===== src/hw/rtl/sldc_pkg.sv =====
// ----------------------------------------------------------------------------
// sldc_pkg
// Shared types and constants of the slew limited drive command core.
// ----------------------------------------------------------------------------
package sldc_pkg;

   localparam int unsigned DATA_W  = 32;
   localparam int unsigned LIMIT_W = 31;
   localparam int unsigned CSR_IDX_W = 3;
   // Q16.16 x Q16.16 product shifted down by the fraction width
   localparam int unsigned FRAC_W = 16;
   localparam int unsigned PROD_W = 2 * DATA_W - FRAC_W;

   typedef enum logic [1:0] {
      OP_TARGET = 2'd0,
      OP_TICK   = 2'd1,
      OP_MUX    = 2'd2
   } op_type;

   typedef enum logic [CSR_IDX_W-1:0] {
      CSR_SPEED_GAIN   = 3'd0,
      CSR_SPEED_OFFSET = 3'd1,
      CSR_STEER_GAIN   = 3'd2,
      CSR_STEER_OFFSET = 3'd3,
      CSR_SERVO_LIMIT  = 3'd4,
      CSR_MOTOR_LIMIT  = 3'd5
   } csr_index_type;

   typedef struct packed {
      logic signed [DATA_W-1:0] speed_gain;
      logic signed [DATA_W-1:0] speed_offset;
      logic signed [DATA_W-1:0] steer_gain;
      logic signed [DATA_W-1:0] steer_offset;
      logic [LIMIT_W-1:0]       servo_step_limit;
      logic [LIMIT_W-1:0]       motor_step_limit;
   } cfg_type;

   // steer offset write also presets the servo target and last servo value
   typedef struct packed {
      logic                     load;
      logic signed [DATA_W-1:0] value;
   } preset_type;

   // product stage handed from the scaling unit to the state update
   typedef struct packed {
      logic                     valid;
      logic [1:0]               operation;
      logic                     brake_active;
      logic signed [PROD_W-1:0] speed_prod;
      logic signed [PROD_W-1:0] steer_prod;
   } stage_type;

endpackage


===== src/hw/rtl/sldc_if.sv =====


interface sldc_csr_if;
   logic        valid;
   logic        ready;
   logic [2:0]  index;
   logic [31:0] data;

   modport source (output valid, index, data, input ready);
   modport sink   (input valid, index, data, output ready);
endinterface


===== src/hw/rtl/sldc_cfg.sv =====
// ----------------------------------------------------------------------------
// sldc_cfg
// Configuration register file; a steer offset write raises a servo preset.
// ----------------------------------------------------------------------------
module sldc_cfg (
   input  logic                clock,
   input  logic                reset,
   sldc_csr_if.sink            csr_bus,
   output sldc_pkg::cfg_type   cfg,
   output sldc_pkg::preset_type preset
);
   import sldc_pkg::*;

   cfg_type cfg_ff, cfg_in;
   logic    wr;

   assign csr_bus.ready = 1'b1;
   assign wr = csr_bus.valid;

   always_comb begin
      cfg_in = cfg_ff;
      if (wr) begin
         unique case (csr_index_type'(csr_bus.index))
            CSR_SPEED_GAIN:   cfg_in.speed_gain       = csr_bus.data;
            CSR_SPEED_OFFSET: cfg_in.speed_offset     = csr_bus.data;
            CSR_STEER_GAIN:   cfg_in.steer_gain       = csr_bus.data;
            CSR_STEER_OFFSET: cfg_in.steer_offset     = csr_bus.data;
            CSR_SERVO_LIMIT:  cfg_in.servo_step_limit = csr_bus.data[LIMIT_W-1:0];
            CSR_MOTOR_LIMIT:  cfg_in.motor_step_limit = csr_bus.data[LIMIT_W-1:0];
            default: ;
         endcase
      end
   end

   always_ff @(posedge clock) begin
      if (reset) begin
         cfg_ff <= '0;
      end else begin
         cfg_ff <= cfg_in;
      end
   end

   assign cfg          = cfg_ff;
   assign preset.load  = wr && (csr_index_type'(csr_bus.index) == CSR_STEER_OFFSET);
   assign preset.value = csr_bus.data;

endmodule


===== src/flat_wrapper.sv =====
// flat-port wrapper written by rule: the top's interface ports become plain ports
module sldc_cfg_flat import sldc_pkg::*;
  (clock, reset, cfg, preset, csr_bus_valid, csr_bus_index, csr_bus_data, csr_bus_ready);
  sldc_csr_if csr_bus_i ();
  input  logic clock;
  input  logic reset;
  output sldc_pkg::cfg_type cfg;
  output sldc_pkg::preset_type preset;
  input wire logic [$bits(csr_bus_i.valid)-1:0] csr_bus_valid;
  input wire logic [$bits(csr_bus_i.index)-1:0] csr_bus_index;
  input wire logic [$bits(csr_bus_i.data)-1:0] csr_bus_data;
  output wire logic [$bits(csr_bus_i.ready)-1:0] csr_bus_ready;
  assign csr_bus_i.valid = csr_bus_valid;
  assign csr_bus_i.index = csr_bus_index;
  assign csr_bus_i.data = csr_bus_data;
  assign csr_bus_ready = csr_bus_i.ready;
  sldc_cfg u_core (.clock(clock), .reset(reset), .csr_bus(csr_bus_i), .cfg(cfg), .preset(preset));
endmodule

===== config.mk =====
export PLATFORM = sky130hd
export DESIGN_NAME = sldc_cfg_flat
export DESIGN_NICKNAME = d
export VERILOG_FILES = /design/src/hw/rtl/sldc_pkg.sv /design/src/hw/rtl/sldc_if.sv /design/src/hw/rtl/sldc_cfg.sv /design/src/flat_wrapper.sv
export SDC_FILE = /design/constraint.sdc
export NUM_CORES = 1
export LEC_CHECK = 0
export ABC_AREA = 1
export BUFFER_PORTS_ARGS = -buffer_cell sky130_fd_sc_hd__buf_4
export CELL_PAD_IN_SITES_DETAIL_PLACEMENT = 1
export CELL_PAD_IN_SITES_GLOBAL_PLACEMENT = 1
export CORE_ASPECT_RATIO = 1.25
export CORE_MARGIN = 3
export CORE_UTILIZATION = 37
export CTS_CLUSTER_SIZE = 28
export DETAILED_ROUTE_END_ITERATION = 10
export PLACE_DENSITY = 0.87
export SLEW_MARGIN = 20
export SYNTH_ARGS = -nofsm -noshare
export SYNTH_HDL_FRONTEND = slang
export SYNTH_SLANG_ARGS = --single-unit

===== constraint.sdc =====
create_clock -name clock -period 2.7 [get_ports clock]
set_input_delay 0.405 -clock clock [delete_from_list [all_inputs] [get_ports clock]]
set_output_delay 0.405 -clock clock [all_outputs]
set_load 0.1 [all_outputs]

Yosys cells after proc, flatten, opt, wreduce, memory -nomap -nowiden
Cells that the tools add are included.

word-level totals
  memories = 0
  output and inout bits = 224
  bits in latches = 0
  register bits = 190
  logic and storage cells = 19
  RAM bits = 0
  memory bits (read-only) = 0
  bits of input ports = 38

cells by class
  divide/modulo/power cells = 0
  reductions and logical operators = 8
  bitwise gates (word level) = 0
  add/subtract/negate cells = 0
  shifts and indexed selects = 0
  muxes and demuxes = 0
  multipliers = 0
  equal/unequal tests = 5
  $lt $le $gt $ge = 0

operators by type and width
  kind                                                              count
  2-bit AND reduction                                               6
  3-bit by 2-bit == test with 1-bit output (second input constant)  2
  3-bit == test (second input constant)                             2
  3-bit by 1-bit == test with 1-bit output (second input constant)  1
  3-bit logical NOT                                                 1
  1-bit logical AND                                                 1

Longest topological paths before layout
Gate-level depths: netlist of run 1.

  depth after elaboration = 2
  mapped depth = 7
  mapped depth without buffers = 5

Least setup slack after synthesis of run 1
No wires, ideal clock.

  path kind = input to output
  start = input port csr_bus_index[2]
  end = output port preset[32] (netlist bit)
  setup slack = 1,223 ps
  buffers on the path = 1
  stages = 4
  data arrival time = 1,072 ps
  cells stage by stage = inv_1 nand2_1 nor2_4 buf_4

RTL lines
  element             RTL line            source
  start: declaration  flat_wrapper.sv:10  input wire logic [$bits(csr_bus_i.index)-1:0] csr_bus_index;
  end: declaration    flat_wrapper.sv:8   output sldc_pkg::preset_type preset;

==> results of run 1 <==
## per-layer routing
metal | GRT usage [%] | up-vias
met1 | 29.0 | 3812
met5 | 0 | -
met2 | 43.3 | 223
li1 | - | 3794
met4 | 7.98 | 0
met3 | 6.04 | 29
## cells in the mapped netlist
cell type  instances
clkbuf_1           9
buf_1              9
nor2_2             5
inv_2              4
inv_1             35
dfxtp_1          190
nand3_1          190
nand2_1          196
nor2_4             2
nor2_1           383
buf_2             52
buf_4             39
conb_1             1
## tightest hold or removal path, stage by stage
cell	delay, ns
buf_4	0.09
inv_1	0.07
nand3_1	0.09
nand2_1	0.05
nor2_1	0.07
## power groups by stage
stage / sequential (mW) / clock (mW) / combinational (mW)
2_1_floorplan: 3.71 / 0 / 0.606
3_3_place_gp: 3.02 / 0 / 1.65
3_5_place_dp: 3.03 / 0 / 1.68
4_1_cts: 2.96 / 2.57 / 1.68
5_1_grt: 2.97 / 2.71 / 1.75
6_report: 2.96 / 2.54 / 1.67
## layout make-up
cell class / count / area share (%)
Inverter: 39 / 1.47
Tap cell: 270 / 3.29
Sequential cell: 190 / 37.0
Clock inverter: 13 / 1.40
Timing Repair Buffer: 276 / 21.1
Clock buffer: 19 / 4.31
Multi-Input combinational cell: 777 / 31.3
## cells in the final DEF (no fill, tap or decap), drive strengths merged
master,synthesis,routed
dfxtp,190,190
buf,100,276
clkinvlp,0,1
conb,1,1
nor2,390,390
bufinv,0,1
nand3,190,190
clkbuf,9,19
inv,39,46
clkinv,0,4
nand2,196,196
## stage by stage
step	instances	area (um^2)	power, mW
3_5_place_dp	1552	9680	4.70
6_report	1584	10300	7.17
3_3_place_gp	1552	9680	4.67
4_1_cts	1584	10300	7.21
5_1_grt	1584	10300	7.44
2_1_floorplan	1115	7750	4.32
## how the worst min path moves through the flow
stage | start | endpoint | slack [ns] | depth (start not counted)
2_1_floorplan | csr_bus_index[0] | u_core.cfg[125]$_SDFFE_PP0P_ | 0.64 | 4
3_3_place_gp | u_core.cfg[73]$_SDFFE_PP0P_ | u_core.cfg[73]$_SDFFE_PP0P_ | 0.46 | 2
3_5_place_dp | u_core.cfg[185]$_SDFFE_PP0P_ | u_core.cfg[185]$_SDFFE_PP0P_ | 0.47 | 2
4_1_cts | csr_bus_data[31] | u_core.cfg[189]$_SDFFE_PP0P_ | 0.35 | 5
5_1_grt | csr_bus_data[31] | u_core.cfg[189]$_SDFFE_PP0P_ | 0.39 | 5
6_report | csr_bus_data[31] | u_core.cfg[189]$_SDFFE_PP0P_ | 0.36 | 5
## logic make-up after synthesis
kind of cell,count (synthesis)
DFF,190
other,1
and+or+nand+nor,776
buffers and inverters,148
==> results.cfg, run 1 <==
[cts]
cts_tree = built
clock_path_buffers = 2
clockRootBuffer = clkbuf_16
cts-resized-gates = 0
post-cts-setup-buffers = 0
clk_pin_slew_ns = 0.07
numCtsBuffers = 17
htreeDepth = 4
numClockSinks = 190
clkLatencyLatePin_ns = 0.42
cts_hold_buf = 0

[drt]
drc_errors = 0
wl_um = 27700
dr_wl_met3_um = 1610
wire_per_inst_um = 17.5
vias = 7858
vias_per_cell = 4.96
wl_met2_um = 14400
met1_length_um = 11100
dr.pass1.iters = 6
ant_nets = 0
top_layer = met4
drt_iter0_markers = 541

[sta]
rsz0062_at_grt = false
setup_viol = 0
finClkSkew_ns = 0
slew_headroom_pct = 58.5
holdWs_ns = 0.364
tightestPinTransition_ns = 0.621
timing.final.hold_violations = 0
fin_ws_ns = 1.05
period_needed_ns = 1.65
maxClockFrequency_mhz = 604
fin_tns_setup_ns = 0
min_period_over_period_pct = 61.3
final_max_slew_viol_count = 0

[synth]
synth_simple_gate_area_share_pct = 41.0
synthCells = 1115
synth_compound_area_share_pct = 0
synth-adder-area-share_pct = 0
synth_xor_area_share_pct = 0
synthMuxAreaShare_pct = 0
synth_top_family_by_area = simple AND/OR/NAND/NOR gates
avgSynthCellArea_um2 = 6.95
synth_area_um2 = 7750
synthesis.nets = 1153
yosysWarningCount = 0
ys_types = 13
synth_top_area_cell = dfxtp_1
synth.yosys.seq_area_share_pct = 49.1
ys_ff_latch = 190
synth_top_area_share_pct = 49.1
synth_area_leaders = dfxtp_1 49%, nor2_1 19%, nand3_1 12%

[pwr]
pwr_density_cell_nw_per_um2 = 698
combPwrFrac_pct = 23.3
switchingPower_mw = 2.60
swShare_pct = 36.3
pwr-share-clk_pct = 35.4
p_leak_nw = 4.83
vdd_ir_drop_max_mv = 0.423
pwr-share-seq_pct = 41.3
p_int_mw = 4.57

[grt]
grt_pass1_vias = 8039
grt_overflow = 0
antenna_found_initial = 0
grt_usage_pct = 24.5
grt_max_degree = 76
grt_pass1_wl_um = 44100

[worst_setup_path]
r2r_cells = 2
cp.required_ns = 2.30
critical_path.max_fanout = 4
r2r-start = u_core.cfg[89]$_SDFFE_PP0P_
endpoint_kind = output pin
worst-path-buf-inv = 3
endpoint = preset[32]
cp_common_cell = buf_4
rr_endpoint = u_core.cfg[89]$_SDFFE_PP0P_
rrSetupSlack_ns = 2.06
path_class = input port to output pin
cp.arrival_ns = 1.25
critPathTopFamily = buffers and inverters
cp-startpoint = csr_bus_index[2]
cp.depth = 5
start_kind = input port
slowest_delay_ns = 0.30
path_cells = buf_4 > inv_1 > nand2_1 > nor2_4 > buf_4
slowest_stage = buf_4

[layout]
n_fill_cell = 2631
drive_gt1_share_pct = 24.4
largest_reg_flops = 190
final_util_pct = 50.5
diodes = 0
multiInputGateArea_um2 = 3220
syn_to_final_growth_pct = 32.5
seqCellArea_um2 = 3800
layout.nets = 1339

[place]
dp_hpwl_um = 19100
numPortBuffers = 260
pre_cts_ws_ns = 0.855
gp_congestion = 0.775

[floorplan]
die_x_um = 135
die_h_um = 168
ios = 262
row_count = 58
core_um2 = 20300
dieArea_um2 = 22700
start_util_pct = 38.2

[job]
drv_cap = 0

[min_path]
hold_path.class = input port to flip-flop

[status]
status = finished, final reports clean
Note: power is estimated with default switching activity, not from simulation.
==> run 2, diff against run 1 <==
CORE_UTILIZATION = 31   (was 37)
PLACE_DENSITY = 0.78   (was 0.87)
clock period = 1.5 ns   (was 2.7 ns; I/O delays follow)
==> results.cfg, run 2 (synthesis results as in run 1) <==
[status]
status = finished, final reports clean

[sta]
timing.final.hold_violations = 0
min_period_over_period_pct = 89.7
finClkSkew_ns = 0
rsz0062_at_grt = false
maxClockFrequency_mhz = 744
fin_tns_setup_ns = 0
final_max_slew_viol_count = 0
period_needed_ns = 1.34
setup_viol = 0

[worst_setup_path]
cp.required_ns = 1.27
start_kind = flip-flop
slowest_stage = dfxtp_1
slowest_delay_ns = 0.38
cp.arrival_ns = 1.12
critPathTopFamily = flip-flops
path_class = flip-flop to output pin
endpoint_kind = output pin
worst-path-buf-inv = 1
path_cells = buf_4
critical_path.max_fanout = 2

[layout]
largest_reg_flops = 190
layout.cells.non_filler = 1659
drive_gt1_share_pct = 25.4
layout.nets = 1354
final_cell_mix = 380 x nor2_1, 276 x buf_4, 196 x nand2_1, 190 x nand3_1, 190 x dfxtp_1
final_common_cell = nor2_1
design_area_um2 = 10600
diodes = 0
syn_to_final_growth_pct = 36.8

[pwr]
pwr_density_cell_nw_per_um2 = 1260
vdd_ir_drop_max_mv = 0.796
total_power_mw = 13.4
p_leak_nw = 4.97

[grt]
grt_pass1_vias = 7748
antenna_found_initial = 0
grt_overflow = 0
grt_pass1_wl_um = 43600
grt_max_degree = 66
grt_usage_pct = 20.4

[drt]
met1_length_um = 11300
dr_wl_met3_um = 1710
wl_met2_um = 14400
vias = 7834
dr.pass1.iters = 4
drt_iter0_markers = 339
drc_errors = 0
vias_per_cell = 4.72
top_layer = met4
ant_nets = 0
wire_per_inst_um = 16.9
wl_um = 28100

[job]
drv_cap = 0

[floorplan]
core_um2 = 24600
row_count = 64
start_util_pct = 31.5
ios = 262
dieArea_um2 = 27000
die_x_um = 147
die_h_um = 183

[place]
place_area_um2 = 9960
dp_hpwl_um = 19800
dp.cells = 1627
gp_congestion = 0.782
numPortBuffers = 260

[cts]
cts-resized-gates = 0
htreeDepth = 4
cts_hold_buf = 0
clk_pin_slew_ns = 0.07
clockRootBuffer = clkbuf_16
post-cts-setup-buffers = 0
numCtsBuffers = 17
numClockSinks = 190
clock_path_buffers = 2
cts_tree = built
clkLatencyLatePin_ns = 0.43

[min_path]
hold_path.class = input port to flip-flop
[run 2: power breakdown]
group / internal, mW / switching, mW / leakage [nW]
combinational: 0.635 / 2.43 / 3.10
clock: 2.88 / 2.10 / 0.318
sequential: 5.22 / 0.101 / 1.54
[run 2: final timing paths]
kind,from,slack (ns),endpoint,depth (start not counted)
setup / recovery,u_core.cfg[73]$_SDFFE_PP0P_,0.16,cfg[73],1
hold / removal,csr_bus_data[31],0.18,u_core.cfg[157]$_SDFFE_PP0P_,5
setup reg to reg,u_core.cfg[57]$_SDFFE_PP0P_,0.87,u_core.cfg[57]$_SDFFE_PP0P_,2
hold reg to reg,u_core.cfg[0]$_SDFFE_PP0P_,0.48,u_core.cfg[0]$_SDFFE_PP0P_,2
[run 2: per-layer routing]
layer  vias up  global-route usage (%)
met5         -                       0
met4         0                    6.60
li1       3820                       -
met2       223                    36.3
met1      3750                    24.1
met3        41                    5.34
[run 2: stage by stage]
| step | hold slack (ns) | utilization, % | setup slack, ns |
|---|---|---|---|
| 2_1_floorplan | 0.464 | - | 0.293 |
| 5_1_grt | 0.192 | 43.1 | 0.104 |
| 4_1_cts | 0.169 | 43.1 | 0.131 |
| 6_report | 0.182 | 43.1 | 0.155 |
| 3_5_place_dp | 0.473 | 40.5 | 0.125 |
| 3_3_place_gp | 0.465 | 40.5 | 0.184 |
[run 2: layout make-up]
class / count / area (um^2)
fillers: 3168 / 14000
flip-flops and latches: 190 / 3800
multi-input cells: 777 / 3220
repair buffers: 291 / 2370
clock buffers: 18 / 439
well taps: 330 / 413
clock inverters: 14 / 206
inverters: 39 / 151
