### src/hw/rtl/sldc_pkg.sv
// ----------------------------------------------------------------------------
// sldc_pkg
// Shared types and constants of the slew limited drive command core.
// ----------------------------------------------------------------------------
package sldc_pkg;

   localparam int unsigned DATA_W  = 32;
   localparam int unsigned LIMIT_W = 31;
   localparam int unsigned CSR_IDX_W = 3;
   // Q16.16 x Q16.16 product shifted down by the fraction width
   localparam int unsigned FRAC_W = 16;
   localparam int unsigned PROD_W = 2 * DATA_W - FRAC_W;

   typedef enum logic [1:0] {
      OP_TARGET = 2'd0,
      OP_TICK   = 2'd1,
      OP_MUX    = 2'd2
   } op_type;

   typedef enum logic [CSR_IDX_W-1:0] {
      CSR_SPEED_GAIN   = 3'd0,
      CSR_SPEED_OFFSET = 3'd1,
      CSR_STEER_GAIN   = 3'd2,
      CSR_STEER_OFFSET = 3'd3,
      CSR_SERVO_LIMIT  = 3'd4,
      CSR_MOTOR_LIMIT  = 3'd5
   } csr_index_type;

   typedef struct packed {
      logic signed [DATA_W-1:0] speed_gain;
      logic signed [DATA_W-1:0] speed_offset;
      logic signed [DATA_W-1:0] steer_gain;
      logic signed [DATA_W-1:0] steer_offset;
      logic [LIMIT_W-1:0]       servo_step_limit;
      logic [LIMIT_W-1:0]       motor_step_limit;
   } cfg_type;

   // steer offset write also presets the servo target and last servo value
   typedef struct packed {
      logic                     load;
      logic signed [DATA_W-1:0] value;
   } preset_type;

   // product stage handed from the scaling unit to the state update
   typedef struct packed {
      logic                     valid;
      logic [1:0]               operation;
      logic                     brake_active;
      logic signed [PROD_W-1:0] speed_prod;
      logic signed [PROD_W-1:0] steer_prod;
   } stage_type;

endpackage

### src/hw/rtl/sldc_if.sv


interface sldc_rsp_if;
   logic               valid;
   logic               ready;
   logic signed [31:0] motor_command;
   logic signed [31:0] servo_command;
   logic               servo_present;

   modport source (output valid, motor_command, servo_command, servo_present,
                   input ready);
   modport sink   (input valid, motor_command, servo_command, servo_present,
                   output ready);
endinterface


### src/hw/rtl/sldc_update.sv
// ----------------------------------------------------------------------------
// sldc_update
// Target and last-value state, slew clamp and the result register.
// ----------------------------------------------------------------------------
module sldc_update (
   input  logic                 clock,
   input  logic                 reset,
   input  sldc_pkg::cfg_type    cfg,
   input  sldc_pkg::preset_type preset,
   input  sldc_pkg::stage_type  stage,
   output logic                 take,
   sldc_rsp_if.source           rsp_bus
);
   import sldc_pkg::*;

   localparam int unsigned SUM_W = PROD_W + 1;

   function automatic logic signed [DATA_W-1:0] sat_sum(input logic signed [SUM_W-1:0] v);
      logic signed [DATA_W-1:0] r;
      if (v[SUM_W-1:DATA_W-1] == '0 || v[SUM_W-1:DATA_W-1] == '1) begin
         r = v[DATA_W-1:0];
      end else if (v[SUM_W-1]) begin
         r = {1'b1, {(DATA_W-1){1'b0}}};
      end else begin
         r = {1'b0, {(DATA_W-1){1'b1}}};
      end
      return r;
   endfunction

   function automatic logic signed [DATA_W-1:0] slew(input logic signed [DATA_W-1:0] last,
                                                    input logic signed [DATA_W-1:0] target,
                                                    input logic [LIMIT_W-1:0] limit);
      logic signed [DATA_W:0] d;
      logic signed [DATA_W:0] lim;
      d   = {target[DATA_W-1], target} - {last[DATA_W-1], last};
      lim = {{(DATA_W+1-LIMIT_W){1'b0}}, limit};
      if (d > lim) begin
         d = lim;
      end else if (d < -lim) begin
         d = -lim;
      end
      return last + d[DATA_W-1:0];
   endfunction

   logic signed [DATA_W-1:0] speed_target_ff, speed_target_in;
   logic signed [DATA_W-1:0] servo_target_ff, servo_target_in;
   logic signed [DATA_W-1:0] last_servo_ff, last_servo_in;
   logic signed [DATA_W-1:0] last_motor_ff, last_motor_in;

   logic                     rsp_valid_ff;
   logic signed [DATA_W-1:0] motor_cmd_ff, motor_cmd_in;
   logic signed [DATA_W-1:0] servo_cmd_ff, servo_cmd_in;
   logic                     servo_present_ff, servo_present_in;

   logic                     is_tick, is_brake, is_target, has_result, out_ready, go;
   logic signed [SUM_W-1:0]  speed_sum, steer_sum;
   logic signed [DATA_W-1:0] servo_next, motor_next;

   assign is_target  = stage.operation == OP_TARGET;
   assign is_tick    = stage.operation == OP_TICK;
   assign is_brake   = (stage.operation == OP_MUX) && stage.brake_active;
   assign has_result = is_tick || is_brake;

   assign out_ready = !rsp_valid_ff || rsp_bus.ready;
   assign take      = !has_result || out_ready;
   assign go        = stage.valid && take;

   assign speed_sum = {stage.speed_prod[PROD_W-1], stage.speed_prod}
                      - SUM_W'(cfg.speed_offset);
   assign steer_sum = {stage.steer_prod[PROD_W-1], stage.steer_prod}
                      + SUM_W'(cfg.steer_offset);

   assign servo_next = slew(last_servo_ff, servo_target_ff, cfg.servo_step_limit);
   assign motor_next = slew(last_motor_ff, speed_target_ff, cfg.motor_step_limit);

   always_comb begin
      speed_target_in = speed_target_ff;
      servo_target_in = servo_target_ff;
      last_servo_in   = last_servo_ff;
      last_motor_in   = last_motor_ff;
      if (go) begin
         if (is_target) begin
            speed_target_in = sat_sum(speed_sum);
            servo_target_in = sat_sum(steer_sum);
         end else if (is_tick) begin
            last_servo_in = servo_next;
            last_motor_in = motor_next;
         end else if (is_brake) begin
            speed_target_in = '0;
         end
      end
      if (preset.load) begin
         servo_target_in = preset.value;
         last_servo_in   = preset.value;
      end
   end

   // brake transaction carries zero commands and no servo
   always_comb begin
      motor_cmd_in     = motor_cmd_ff;
      servo_cmd_in     = servo_cmd_ff;
      servo_present_in = servo_present_ff;
      if (go && has_result) begin
         motor_cmd_in     = is_tick ? motor_next : '0;
         servo_cmd_in     = is_tick ? servo_next : '0;
         servo_present_in = is_tick;
      end
   end

   always_ff @(posedge clock) begin
      if (reset) begin
         speed_target_ff <= '0;
         servo_target_ff <= '0;
         last_servo_ff   <= '0;
         last_motor_ff   <= '0;
         rsp_valid_ff    <= 1'b0;
      end else begin
         speed_target_ff <= speed_target_in;
         servo_target_ff <= servo_target_in;
         last_servo_ff   <= last_servo_in;
         last_motor_ff   <= last_motor_in;
         if (out_ready) begin
            rsp_valid_ff <= go && has_result;
         end
      end
   end

   always_ff @(posedge clock) begin
      motor_cmd_ff     <= motor_cmd_in;
      servo_cmd_ff     <= servo_cmd_in;
      servo_present_ff <= servo_present_in;
   end

   assign rsp_bus.valid         = rsp_valid_ff;
   assign rsp_bus.motor_command = motor_cmd_ff;
   assign rsp_bus.servo_command = servo_cmd_ff;
   assign rsp_bus.servo_present = servo_present_ff;

endmodule

### src/flat_wrapper.sv
// flat-port wrapper written by rule: the top's interface ports become plain ports
module sldc_update_flat import sldc_pkg::*;
  (clock, reset, cfg, preset, stage, take, rsp_bus_valid, rsp_bus_motor_command, rsp_bus_servo_command, rsp_bus_servo_present, rsp_bus_ready);
  sldc_rsp_if rsp_bus_i ();
  input  logic clock;
  input  logic reset;
  input  sldc_pkg::cfg_type cfg;
  input  sldc_pkg::preset_type preset;
  input  sldc_pkg::stage_type stage;
  output logic take;
  output wire logic [$bits(rsp_bus_i.valid)-1:0] rsp_bus_valid;
  output wire logic [$bits(rsp_bus_i.motor_command)-1:0] rsp_bus_motor_command;
  output wire logic [$bits(rsp_bus_i.servo_command)-1:0] rsp_bus_servo_command;
  output wire logic [$bits(rsp_bus_i.servo_present)-1:0] rsp_bus_servo_present;
  input wire logic [$bits(rsp_bus_i.ready)-1:0] rsp_bus_ready;
  assign rsp_bus_valid = rsp_bus_i.valid;
  assign rsp_bus_motor_command = rsp_bus_i.motor_command;
  assign rsp_bus_servo_command = rsp_bus_i.servo_command;
  assign rsp_bus_servo_present = rsp_bus_i.servo_present;
  assign rsp_bus_i.ready = rsp_bus_ready;
  sldc_update u_core (.clock(clock), .reset(reset), .cfg(cfg), .preset(preset), .stage(stage), .take(take), .rsp_bus(rsp_bus_i));
endmodule
### config.mk
export PLATFORM = sky130hd
export DESIGN_NAME = sldc_update_flat
export DESIGN_NICKNAME = d
export VERILOG_FILES = /design/src/hw/rtl/sldc_pkg.sv /design/src/hw/rtl/sldc_if.sv /design/src/hw/rtl/sldc_update.sv /design/src/flat_wrapper.sv
export SDC_FILE = /design/constraint.sdc
export NUM_CORES = 1
export LEC_CHECK = 0
export ABC_AREA = 1
export BUFFER_PORTS_ARGS = -buffer_cell sky130_fd_sc_hd__buf_2
export CORE_UTILIZATION = 61
export CTS_BUF_LIST = sky130_fd_sc_hd__clkbuf_8
export DETAILED_ROUTE_END_ITERATION = 10
export PLACE_DENSITY = 0.84
export SLEW_MARGIN = 20
export SYNTH_ARGS = -nofsm -noshare
export SYNTH_HDL_FRONTEND = slang
export SYNTH_SLANG_ARGS = --single-unit
### constraint.sdc
create_clock -name clock -period 10.7 [get_ports clock]
set_clock_uncertainty 0.15 [all_clocks]
set_input_delay 2.14 -clock clock [delete_from_list [all_inputs] [get_ports clock]]
set_output_delay 2.14 -clock clock [all_outputs]
set_load 0.005 [all_outputs]
**Yosys cells after proc, flatten, opt, wreduce, memory -nomap -nowiden**

Index checks and enable logic that the tools add are counted.

- $mul: 0
- $lt $le $gt $ge: 4
- Div/mod/pow operators: 0
- Multiplexer cells: 18
- Reduce and logical (&&, ||, !) cells: 21
- Bitwise logic cells: 1
- Shifts and indexed selects: 0
- Equal/unequal tests: 6
- Add/subtract/negate cells: 8

Operators by type and width:

| kind | number |
|---|---|
| 32-bit 2-to-1 mux | 18 |
| 33-bit by 32-bit > comparator with 1-bit output | 2 |
| 33-bit < comparator | 2 |
| 31-bit negator with 33-bit output | 2 |
| 32-bit by 32-bit subtractor with 33-bit output | 2 |
| 32-bit adder | 2 |
| 48-bit by 32-bit adder with 49-bit output | 1 |
| 48-bit by 32-bit subtractor with 49-bit output | 1 |
| 18-bit equality test (second input constant) | 2 |
| 18-bit zero test | 2 |
| 3-bit AND reduction | 3 |
| 2-bit nonzero test | 4 |
| 1-bit logical OR | 5 |
| 2-bit inequality test (second input constant) | 2 |
| 1-bit logical AND | 3 |
| 2-bit by 1-bit equality test with 1-bit output (second input constant) | 1 |
| 2-bit equality test (second input constant) | 1 |
| 1-bit zero test | 2 |
| 2-bit zero test | 1 |
| 2-bit AND reduction | 1 |
| 1-bit NOT | 1 |

- Bits in writable memories: 0
- Memories: 0
- Bits in latches: 0
- Bits in registers: 194
- Memory bits (read-only): 0
- Input port bits: 326
- Output and inout bits: 67

**Longest topological paths before layout**

- Depth in word-level cells: 9
- Gate-level depth with buffers: 58

**Worst setup path before layout**

No wires, ideal clock.

- Kind: input-to-reg
- Start point: input cfg[32] (netlist bit)
- End point: register u_core.servo_cmd_ff[26] (netlist: u_core.rsp_bus.servo_command[26]) (data pin)
- Stages on the path: 48
- Slack: 2.534 ns
- Arrival time: 7.870 ns
- Path buffers: 1
- Setup time: 0.146 ns
- Path through: inv_1 -> ha_1 -> nand2_1 -> nor2_4 -> inv_2 -> nor2_2 -> nand2_1 -> nor3_2 -> nand2_1 -> nor2_4 -> nand3_2 -> nor4_4 -> nand2_2 -> nor2_2 -> nand3_1 -> xor2_1 -> ha_1 -> a21oi_1 -> [... 12 more ...] -> o21ai_1 -> nand2_1 -> nand3_1 -> nand2_1 -> nand2_1 -> nand2_1 -> nand2_1 -> nand2_1 -> nand2_1 -> nand3_1 -> nand2_1 -> nand2_1 -> o21ai_1 -> nand3_1 -> nand2_1 -> inv_1 -> or2_1 -> a21oi_1

- Word-level cells in the longest chain between the ends: 5
- Elaborated cells on any way between the ends: 6
- Classes of those cells: add/sub: 2; order compare: 2; mux: 2

Ends and longest elaborated chain:

| item | RTL line | text |
|---|---|---|
| start, declared | flat_wrapper.sv:7 | `input sldc_pkg::cfg_type cfg;` |
| 31-bit negator with 33-bit output | sldc_update.sv:39 | `end else if (d < -lim) begin` |
| 33-bit < comparator | sldc_update.sv:39 |  |
| 32-bit 2-to-1 mux | sldc_update.sv:39 |  |
| 32-bit 2-to-1 mux * | sldc_update.sv:37 | `if (d > lim) begin` |
| 32-bit adder * | sldc_update.sv:42 | `return last + d[DATA_W-1:0];` |
| end signal, assigned | sldc_update.sv:130 | `servo_cmd_ff <= servo_cmd_in;` |
| end, declared | sldc_update.sv:52 | `logic signed [DATA_W-1:0] servo_cmd_ff, servo_cmd_in;` |

Mark *: on every way between the ends. The rest lies on a longest branch, timed or not.
A chain may end at the register's enable or synchronous reset.

**Worst setup path after layout**

- Start point: input cfg[1] (netlist bit)
- End point: register u_core.motor_cmd_ff[24] (netlist: u_core.rsp_bus.motor_command[24]) (data pin)

- Word-level cells in the longest chain between the ends: 5
- Elaborated cells on any way between the ends: 6
- Classes of those cells: add/sub: 2; order compare: 2; mux: 2

Ends and longest elaborated chain:

| item | RTL line | text |
|---|---|---|
| 31-bit negator with 33-bit output | sldc_update.sv:39 |  |
| 33-bit < comparator | sldc_update.sv:39 |  |
| 32-bit 2-to-1 mux | sldc_update.sv:39 |  |
| 32-bit 2-to-1 mux * | sldc_update.sv:37 |  |
| 32-bit adder * | sldc_update.sv:42 |  |
| end signal, assigned | sldc_update.sv:129 | `motor_cmd_ff <= motor_cmd_in;` |
| end, declared | sldc_update.sv:51 | `logic signed [DATA_W-1:0] motor_cmd_ff, motor_cmd_in;` |

Marks and branches as above.

==> results_dict.tcl <==
set metrics [dict create \
    h-tree-depth 4 \
    pre_cts_ws_ns 0.883 \
    die_height_um 213 \
    core_um2 43500 \
    cp_data_arrival_time_ns 9.68 \
    drc 0 \
    setup_slack_ns 1.10 \
    first_global_vias 27300 \
    slew_headroom_pct 32.2 \
    hold_start "u_core.speed_target_ff[0]$_SDFFE_PP0P_" \
    cts-root-buf "clkbuf_8" \
    async_reset_ff_share_pct 0 \
    p_comb_share_pct 74.4 \
    yosysSeqAreaShare_pct 16.7 \
    postCtsResizedCells 0 \
    clock_latency_ns 0.52 \
    place_inst 5178 \
    via_per_inst 5.79 \
    slowest_stage "o21ai_0" \
    synth-seq-cells 194 \
    yosys-top-cells-area "ha_1, nand2_1, dfxtp_1" \
    num_vias 30200 \
    io_buffers 328 \
    p_seq_share_pct 16.2 \
    grt_usage_pct 39.7 \
    netlist_top_cells_count "nand2_1, inv_1, nor2_1" \
    ys_warn_count 0 \
    status "finished, final reports clean" \
    wire_per_inst_um 17.6 \
    drt-initial-drc-count 2906 \
    fin_crit_sh_pct 89.8 \
    p_leak_uw 0.0148 \
    report.final.slew_viol_count 0 \
    vdd_drop_max_v 0.000112 \
    synth_top_area_share_pct 16.2 \
    hold_path_end "u_core.speed_target_ff[0]$_SDFFE_PP0P_" \
    p_sw_uw 3130 \
    power_uw 5540 \
    antenna_cells 0 \
    dp_hpwl_um 77700 \
    cap_violations 0 \
    numCtsBuffers 17 \
    syn_inst 4334 \
    use_met2_pct 64.3 \
    r2r_cells 44 \
    fillCellCount 4147 \
    synth_edf_count 65 \
    finalHoldViolCount 0 \
    syn_area_um2 27100 \
    syn_avg_cell_area_um2 6.26 \
    crit_fanout 17 \
    intPower_uw 2410 \
    cts_tree "built" \
    end_kind "flip-flop" \
    die_area_um2 45300 \
    drtPass1Iterations 8 \
    seq_area_um2 4530 \
    yosysTopAreaCell "ha_1" \
    rows 76 \
    routabilityCongestion 1.03 \
    busiest_layer "met2" \
    cp.required_ns 10.78 \
    path_class "in2reg" \
    fmax_ghz 0.104 \
    ys_types 58 \
    grt_setup_unrepaired "no" \
    synth_fp_nets 5017 \
    grt_max_degree 78 \
    grt_use_met3_pct 5.94 \
    clock_path_buffers 2 \
    postCtsSetupBuffers 0 \
    die_w_um 213 \
    synth_flop_cell "dfxtp_1" \
    placed_cell_area_um2 29200 \
    powerDensity_nw_per_um2 187 \
    cts.sinks 194 \
    start_util_pct 62.4 \
    use_met1_pct 52.6 \
    r2r_end "u_core.rsp_bus.motor_command[24]$_SDFFCE_PN0P_" \
    swShare_pct 56.5 \
    r2r_slack_ns 2.04 \
    layoutNonFillerInstCount 5211 \
    clk_transition_reported_paths_ns 0.14 \
    period_minus_slack_ns 9.60 \
    syn_to_final_growth_pct 9.39 \
    finalInstanceArea_um2 29700 \
    rr_startpoint "u_core.last_motor_ff[0]$_SDFFE_PP0P_" \
    postCtsHoldBufs 0 \
    fin_setup_tns_ns 0 \
    start_kind "primary input" \
    whs_path_depth 2 \
    synth.most_common_cell "nand2_1" \
    routed_wl_um 91700 \
    nets 5296 \
    clkPwrFrac_pct 9.4 \
    max_slew.worst_pin.slew_ns 1.02 \
    antenna_found_initial 1 \
    final_antenna_net_count 0 \
    grt-ovfl-total 0 \
    hp-class "reg2reg" \
    grt_pass1_wl_um 141000 \
    setup_violations 0 \
    ioPinCount 393 \
    slowest_delay_ns 0.43 \
    multiInputGateArea_um2 19700 \
    drive_gt1_share_pct 10.0 \
]
-- power groups by stage --
stage	Sequential, uW	Combinational [uW]	Clock [uW]
after floorplan	896	2910	0
after global placement	907	3920	0
after detailed placement	909	3980	0
after CTS	893	4010	518
after global routing	900	4550	549
final	895	4120	523
-- kinds of logic after synthesis --
family / Yosys count / share of synthesized area [%]
compound gates: 985 / 20.6
buf+inv: 751 / 10.7
simple gates: 1825 / 28.2
flops: 194 / 16.7
xor+xnor: 222 / 7.17
fa+ha+maj: 357 / 16.6
-- layout make-up --
cell class                 count  area share [%]
inverter                     667            8.44
clock inverter                15           0.670
multi-input combinational   3389            66.4
sequential                   194            15.3
clock buffer                  17           0.788
timing repair buffer         344            5.98
tap                          585            2.47
-- worst max path at each step --
stage	from	to	slack (ns)	depth (start not counted)
2_1_floorplan	cfg[32]	u_core.rsp_bus.servo_command[26]$_SDFFCE_PN0P_	2.53	48
3_3_place_gp	cfg[1]	u_core.rsp_bus.motor_command[31]$_SDFFCE_PN0P_	1.05	46
3_5_place_dp	cfg[1]	u_core.rsp_bus.motor_command[31]$_SDFFCE_PN0P_	0.88	47
4_1_cts	cfg[1]	u_core.rsp_bus.motor_command[31]$_SDFFCE_PN0P_	1.35	47
5_1_grt	cfg[1]	u_core.last_motor_ff[24]$_SDFFE_PP0P_	0.43	48
6_report	cfg[1]	u_core.rsp_bus.motor_command[24]$_SDFFCE_PN0P_	1.10	46
-- cell usage in the layout, fill, tap and decap left out, drive strengths merged, types with 26 or more instances in the layout --
master	Yosys	routed
a21o	26	26
a21oi	455	455
a31oi	28	28
buf	28	344
dfxtp	129	129
edfxtp	65	65
ha	351	351
inv	665	674
nand2	948	948
nand3	207	207
nand4	50	50
nor2	513	513
nor3	58	58
o211ai	81	81
o21ai	282	282
xnor2	66	66
xor2	156	156
-- registers in the layout (all words and copies together), names as in the netlist --
| signal | cells |
|---|---|
| u_core.last_motor_ff | 32 |
| u_core.last_servo_ff | 32 |
| u_core.rsp_bus.motor_command | 32 |
| u_core.rsp_bus.servo_command | 32 |
| u_core.servo_target_ff | 32 |
| u_core.speed_target_ff | 32 |
| u_core.rsp_bus.servo_present | 1 |
| u_core.rsp_bus.valid | 1 |
-- metal layers --
| layer | up-vias | routed length (um) | part of all wire (%) |
|---|---|---|---|
| li1 | 15000 | - | - |
| met1 | 13600 | 39000 | 43 |
| met2 | 1374 | 40600 | 44 |
| met3 | 242 | 8060 | 8.8 |
| met4 | 2 | 3980 | 4.3 |
| met5 | - | 14 | 0.015 |
-- through the flow --
stage | util (%) | hold WS [ns]
2_1_floorplan | - | 0.294
3_3_place_gp | 67.2 | 0.306
3_5_place_dp | 67.2 | 0.307
4_1_cts | 68.2 | 0.325
5_1_grt | 68.3 | 0.346
6_report | 68.3 | 0.325
-- worst max-delay path: cells and delay by family --
| family | cells | cell delay (ns) |
|---|---|---|
| simple gates | 24 | 3.41 |
| compound gates | 10 | 2.14 |
| fa+ha+maj | 4 | 1.02 |
| buf+inv | 8 | 0.97 |
Power figures use the tool's default switching activity.
